--- src/sv/pae_pkg.sv ---
package pae_pkg;

	localparam int DATA_W  = 32;
	localparam int INDEX_W = 4;
	localparam int COUNT_W = 5;
	localparam int KIND_W  = 2;

	// Request codes.
	localparam logic CMD_LOAD = 1'b0;
	localparam logic CMD_EVAL = 1'b1;

	// Result classes.
	localparam logic [KIND_W-1:0] HIT_OUTSIDE = 2'd0;
	localparam logic [KIND_W-1:0] HIT_EXACT   = 2'd1;
	localparam logic [KIND_W-1:0] HIT_SEGMENT = 2'd2;

	typedef enum logic [2:0] {
		ST_IDLE,
		ST_READ,
		ST_COMPARE,
		ST_MULTIPLY,
		ST_ADD,
		ST_FINISH
	} pae_state_t;

	// Commands from the controller to the datapath.
	typedef struct packed {
		logic load;
		logic start;
		logic rd_scan;
		logic rd_seg;
		logic scan_next;
		logic mul;
		logic set_outside;
		logic set_exact;
		logic set_seg;
		logic push;
	} pae_cmd_t;

	// Status from the datapath to the controller.
	typedef struct packed {
		logic count_zero;
		logic ge;
		logic eq;
		logic last;
		logic sel_zero;
		logic out_free;
	} pae_status_t;

endpackage

--- src/sv/pae_ctrl.sv ---
module pae_ctrl import pae_pkg::*; (
	input  logic        clk,
	input  logic        arst_n,
	input  logic        in_valid,
	input  logic        in_cmd,
	output logic        in_ready,
	input  pae_status_t status,
	output pae_cmd_t    cmd
);

	pae_state_t state_q;
	pae_state_t state_d;
	logic       accept;

	assign in_ready = (state_q == ST_IDLE);
	assign accept   = in_valid && in_ready;

	always_ff @(posedge clk or negedge arst_n) begin
		if (!arst_n) begin
			state_q <= ST_IDLE;
		end else begin
			state_q <= state_d;
		end
	end

	always_comb begin
		state_d = state_q;
		cmd     = '0;
		unique case (state_q)
			ST_IDLE: begin
				if (accept) begin
					if (in_cmd == CMD_LOAD) begin
						cmd.load = 1'b1;
					end else begin
						cmd.start = 1'b1;
						state_d   = ST_READ;
					end
				end
			end
			ST_READ: begin
				cmd.rd_scan = 1'b1;
				state_d     = ST_COMPARE;
			end
			ST_COMPARE: begin
				priority if (status.count_zero) begin
					cmd.set_outside = 1'b1;
					state_d         = ST_FINISH;
				end else if (status.ge && status.eq) begin
					cmd.set_exact = 1'b1;
					state_d       = ST_FINISH;
				end else if (status.ge && status.sel_zero) begin
					cmd.set_outside = 1'b1;
					state_d         = ST_FINISH;
				end else if (status.ge) begin
					cmd.rd_seg = 1'b1;
					state_d    = ST_MULTIPLY;
				end else if (status.last) begin
					cmd.set_outside = 1'b1;
					state_d         = ST_FINISH;
				end else begin
					cmd.scan_next = 1'b1;
					state_d       = ST_READ;
				end
			end
			ST_MULTIPLY: begin
				cmd.mul = 1'b1;
				state_d = ST_ADD;
			end
			ST_ADD: begin
				cmd.set_seg = 1'b1;
				state_d     = ST_FINISH;
			end
			ST_FINISH: begin
				if (status.out_free) begin
					cmd.push = 1'b1;
					state_d  = ST_IDLE;
				end
			end
			default: begin
				state_d = ST_IDLE;
			end
		endcase
	end

endmodule

--- config.mk ---
export PLATFORM = sky130hd
export DESIGN_NAME = pae_ctrl
export DESIGN_NICKNAME = d
export VERILOG_FILES = /design/src/sv/pae_pkg.sv /design/src/sv/pae_ctrl.sv
export SDC_FILE = /design/constraint.sdc
export NUM_CORES = 1
export LEC_CHECK = 0
export ABC_AREA = 1
export BUFFER_PORTS_ARGS = -buffer_cell sky130_fd_sc_hd__buf_2
export CAP_MARGIN = 20
export CORE_AREA = 4 4 41 43
export CTS_CLUSTER_SIZE = 16
export DETAILED_ROUTE_END_ITERATION = 10
export DIE_AREA = 0 0 45 47
export PLACE_DENSITY_LB_ADDON = 0.08
export RECOVER_POWER = 25
export SYNTH_ARGS = -nofsm -noshare
export SYNTH_HDL_FRONTEND = slang
export SYNTH_SLANG_ARGS = --single-unit
--- constraint.sdc ---
create_clock -name clk -period 1.3 [get_ports clk]
set_clock_uncertainty 0.15 [all_clocks]
set_input_delay 0.26 -clock clk [delete_from_list [all_inputs] [get_ports clk]]
set_output_delay 0.26 -clock clk [all_outputs]
set_load 0.01 [all_outputs]
==> Yosys cells after proc, flatten, opt, wreduce, memory -nomap -nowiden <==
Index checks and enable logic that the tools add are counted.
{ "classes": {"eq_ne": 8, "muxes": 33, "n_reduce_logical": 5} }
{ "ops": {"columns": ["operator", "n"], "rows": [
  ["3-bit two-way mux", 8],
  ["3-bit case mux with 6 select lines", 1],
  ["1-bit two-way mux", 17],
  ["2-bit two-way mux", 7],
  ["3-bit by 2-bit == test with 1-bit output, second input constant", 2],
  ["3-bit == test, second input constant", 2],
  ["2-bit != test, second input constant", 2],
  ["3-bit by 1-bit == test with 1-bit output, second input constant", 1],
  ["1-bit logical AND", 3],
  ["3-bit logical NOT", 1],
  ["3-bit AND reduction", 1],
  ["2-bit by 1-bit != test with 1-bit output, second input constant", 1]
]} }
{ "word_totals": {"reg_bits": 3, "input_bits": 10, "output_inout_bits": 11, "elab_cells": 47} }

==> Depth between registers and ports, before layout <==
{ "depth": {"depth_word": 6, "depth_mapped": 6, "ltp_nobuf": 6} }

==> Worst setup path after synthesis <==
OpenSTA, ideal clock, no wires.
{ "synth_path": {"path_kind": "reg2out", "start": "register state_q[0]", "end": "output port cmd[9] (netlist name)", "arrival_ns": 0.900, "t_required_ns": 0.890, "setup_slack_ns": -0.010, "path_stages_with_launch": 6, "path_buffers": 0, "path_cell_list": "dfrtp_1 > nor2_2 > nand2_2 > inv_2 > nand2_2 > nor2_2"} }
{ "synth_rtl": {"columns": ["element", "line", "text"], "rows": [
  ["start: declaration", "pae_ctrl.sv:11", "pae_state_t state_q;"],
  ["start signal: assignment", "pae_ctrl.sv:22", "state_q <= state_d;"],
  ["end: declaration", "pae_ctrl.sv:8", "output pae_cmd_t cmd"]
]} }

==> reports/qor.yml <==
status: "complete, but fails checks"
violations: "setup timing"
final_area_sq_um: 627
final_layout_size_suffix_gt1_frac: 0.644
die_x_um: 45
final-instance-count-excl-fill: 102
final_hold_viol_count: 0
grt_max_degree: 6
rsz0062_at_grt: "true"
num_io_pins: 21
cts_max_level: 1
r2r_start: "state_q[1]"
crit_path_start_kind: "flop"
synth_cells: 50
critPathMaxFanout: 5
drc: 0
tightestPinTransition_ns: 0.152
end_kind: "output port"
cts_tree: "done"
wl_met1_um: 289
drt_wl_total_um: 924
endpoint: "cmd[3]"
first_pass_iters: 4
place_ws_ns: -0.0304
ant_nets: 0
port_buffers: 20
switching_share: 0.423
p_int_w: 0.000734
die-height_um: 47
diodes: 0
worstSetupPathType: "flop to output port"
globalplace.congestion: 0.737
syn_nets: 60
yosys_warnings: 0
p_sw_w: 0.000538
wl_per_cell_um: 9.06
clkSinkCount: 3
avgSynthCellArea_sq_um: 5.71
seq_area_sq_um: 75.1
dp_cells: 90
rows: 13
max_slew_margin: 0.899
grt_pass1_vias: 427
seq_power_share: 0.143
drt-initial-drc-count: 3
yosysSeqAreaShare: 0.263
min_period_over_period: 1.20
clk_latency_ns: 0.23
synthToLayoutAreaGrowth_pct: 120
max_freq_mhz: 642
top_regs: "state_q: 3 flops"
grt.overflow.total: 0
grt_pass1_wl_um: 1550
met2WireLength_um: 553
wl_met3_um: 62
antenna_found_initial: 0
cts_buffers: 3
power.density_nw_per_um2: 2030
start_util: 0.219
fin_util: 0.482
slew_violations: 0
worst_slack_ns: -0.258
largest_reg_flops: 3
multi_input_area_sq_um: 219
reg2regPathDepth: 7
hpwl_um: 693
via_per_inst: 4.29
dpl_cell_area_sq_um: 442
synth.distinct_cells: 12
hold_class: "input pin to asynchronous set/reset pin"
coreArea_sq_um: 1300
power_w: 0.00127
die_area_sq_um: 2120
clockBufferDepth: 2
fill_cells: 147
top_register: "state_q"
cp.arrival_ns: 1.15
nets: 98
p_leak_nw: 0.377
grt_use_total: 0.110
clkSlewWorstSetupHoldPaths_ns: 0.04
r2r_setup_slack_ns: 0.04
highest_layer: "met4"
vdd_drop_max_mv: 0.779
required_ns: 0.89
crit_start: "state_q[2]"
routed-via-count: 438
fin_crit_ns: 1.56
maxCapViolCount: 0
clkPwrFrac: 0.127
combPwrFrac: 0.730
cts_root_buffer: "clkbuf_4"
ys_seq_elements: 3
setup_viol: 11
r2r-end: "state_q[2]"
syn_area_sq_um: 285
[synth_stat cells (all sizes together)]
cell type,count,area (sq um)
dfrtp,3,75.1
nand3,5,25.0
nor3,2,10.0
nand4,2,12.5
a21oi,3,15.0
inv,14,52.6
nor2,8,37.5
nand2,12,52.6
o21ai,1,5.00
[metrics by stage]
stage / hold WS, ns / TNS (ns)
6_report: 0.213 / -2.28
5_1_grt: 0.219 / -3.18
4_1_cts: 0.197 / -2.32
3_5_place_dp: -0.0935 / -0.0647
3_3_place_gp: -0.0928 / -0.0777
2_1_floorplan: -0.186 / -0.00790
[final cells by class]
cell class	count	area share
tap	15	0.0299
inverter	14	0.0918
timing repair buffer	33	0.367
sequential	3	0.120
multi-input combinational	33	0.349
clock buffer	4	0.0419
[power by group through the flow]
stage	Combinational (W)	Clock, W	Sequential [W]
after CTS	0.000745	0.000170	0.000179
after global routing	0.00103	0.000179	0.000191
after global placement	0.000563	0	0.000177
final	0.000929	0.000162	0.000181
after floorplan	0.000292	0	0.000193
after detailed placement	0.000555	0	0.000178
[worst max-delay path: stages (launching register included)]
cell and delay (ns):
dfrtp_1 0.40, nor2_2 0.17, nand2_4 0.10, a21oi_2 0.11, buf_2 0.14
[worst min-delay path by stage]
stage | from | depth (start not counted) | slack, ns | to
floorplan | arst_n | 0 | -0.19 | state_q[0]
global placement | arst_n | 1 | -0.09 | state_q[1]
detailed placement | arst_n | 1 | -0.09 | state_q[1]
CTS | arst_n | 2 | 0.20 | state_q[0]
global route | arst_n | 2 | 0.22 | state_q[0]
finish | arst_n | 2 | 0.21 | state_q[0]
[logic make-up after synthesis]
| kind of cell | Yosys count | synth area share |
|---|---|---|
| compound gates | 4 | 0.0701 |
| flops | 3 | 0.263 |
| buf+inv | 14 | 0.184 |
| simple gates | 29 | 0.482 |
[cell usage in the layout, fill, tap and decap left out, drive strengths merged]
master | synthesis | final
nor2 | 8 | 8
nor3 | 2 | 2
inv | 14 | 14
clkbuf | 0 | 5
a21oi | 3 | 3
nand2 | 12 | 12
nand3 | 5 | 5
o21ai | 1 | 1
buf | 0 | 31
dlygate4sd3 | 0 | 1
nand4 | 2 | 2
dfrtp | 3 | 3
[per-layer routing]
| layer | vias to the layer above | GRT usage |
|---|---|---|
| li1 | 226 | - |
| met1 | 196 | 0.0801 |
| met2 | 14 | 0.218 |
| met3 | 2 | 0.0345 |
| met4 | 0 | 0.105 |
| met5 | - | 0 |
[repair_timing]
action | CTS | global route
pin swaps | 2 | 3
gates cloned | 0 | 0
endpoints found under the hold margin | 3 | 0
endpoints found under the setup margin | 11 | 14
gates resized for setup | 6 | 21
setup buffers | 6 | 2
hold buffers | 1 | 0
(Power assumes the default switching activity.)
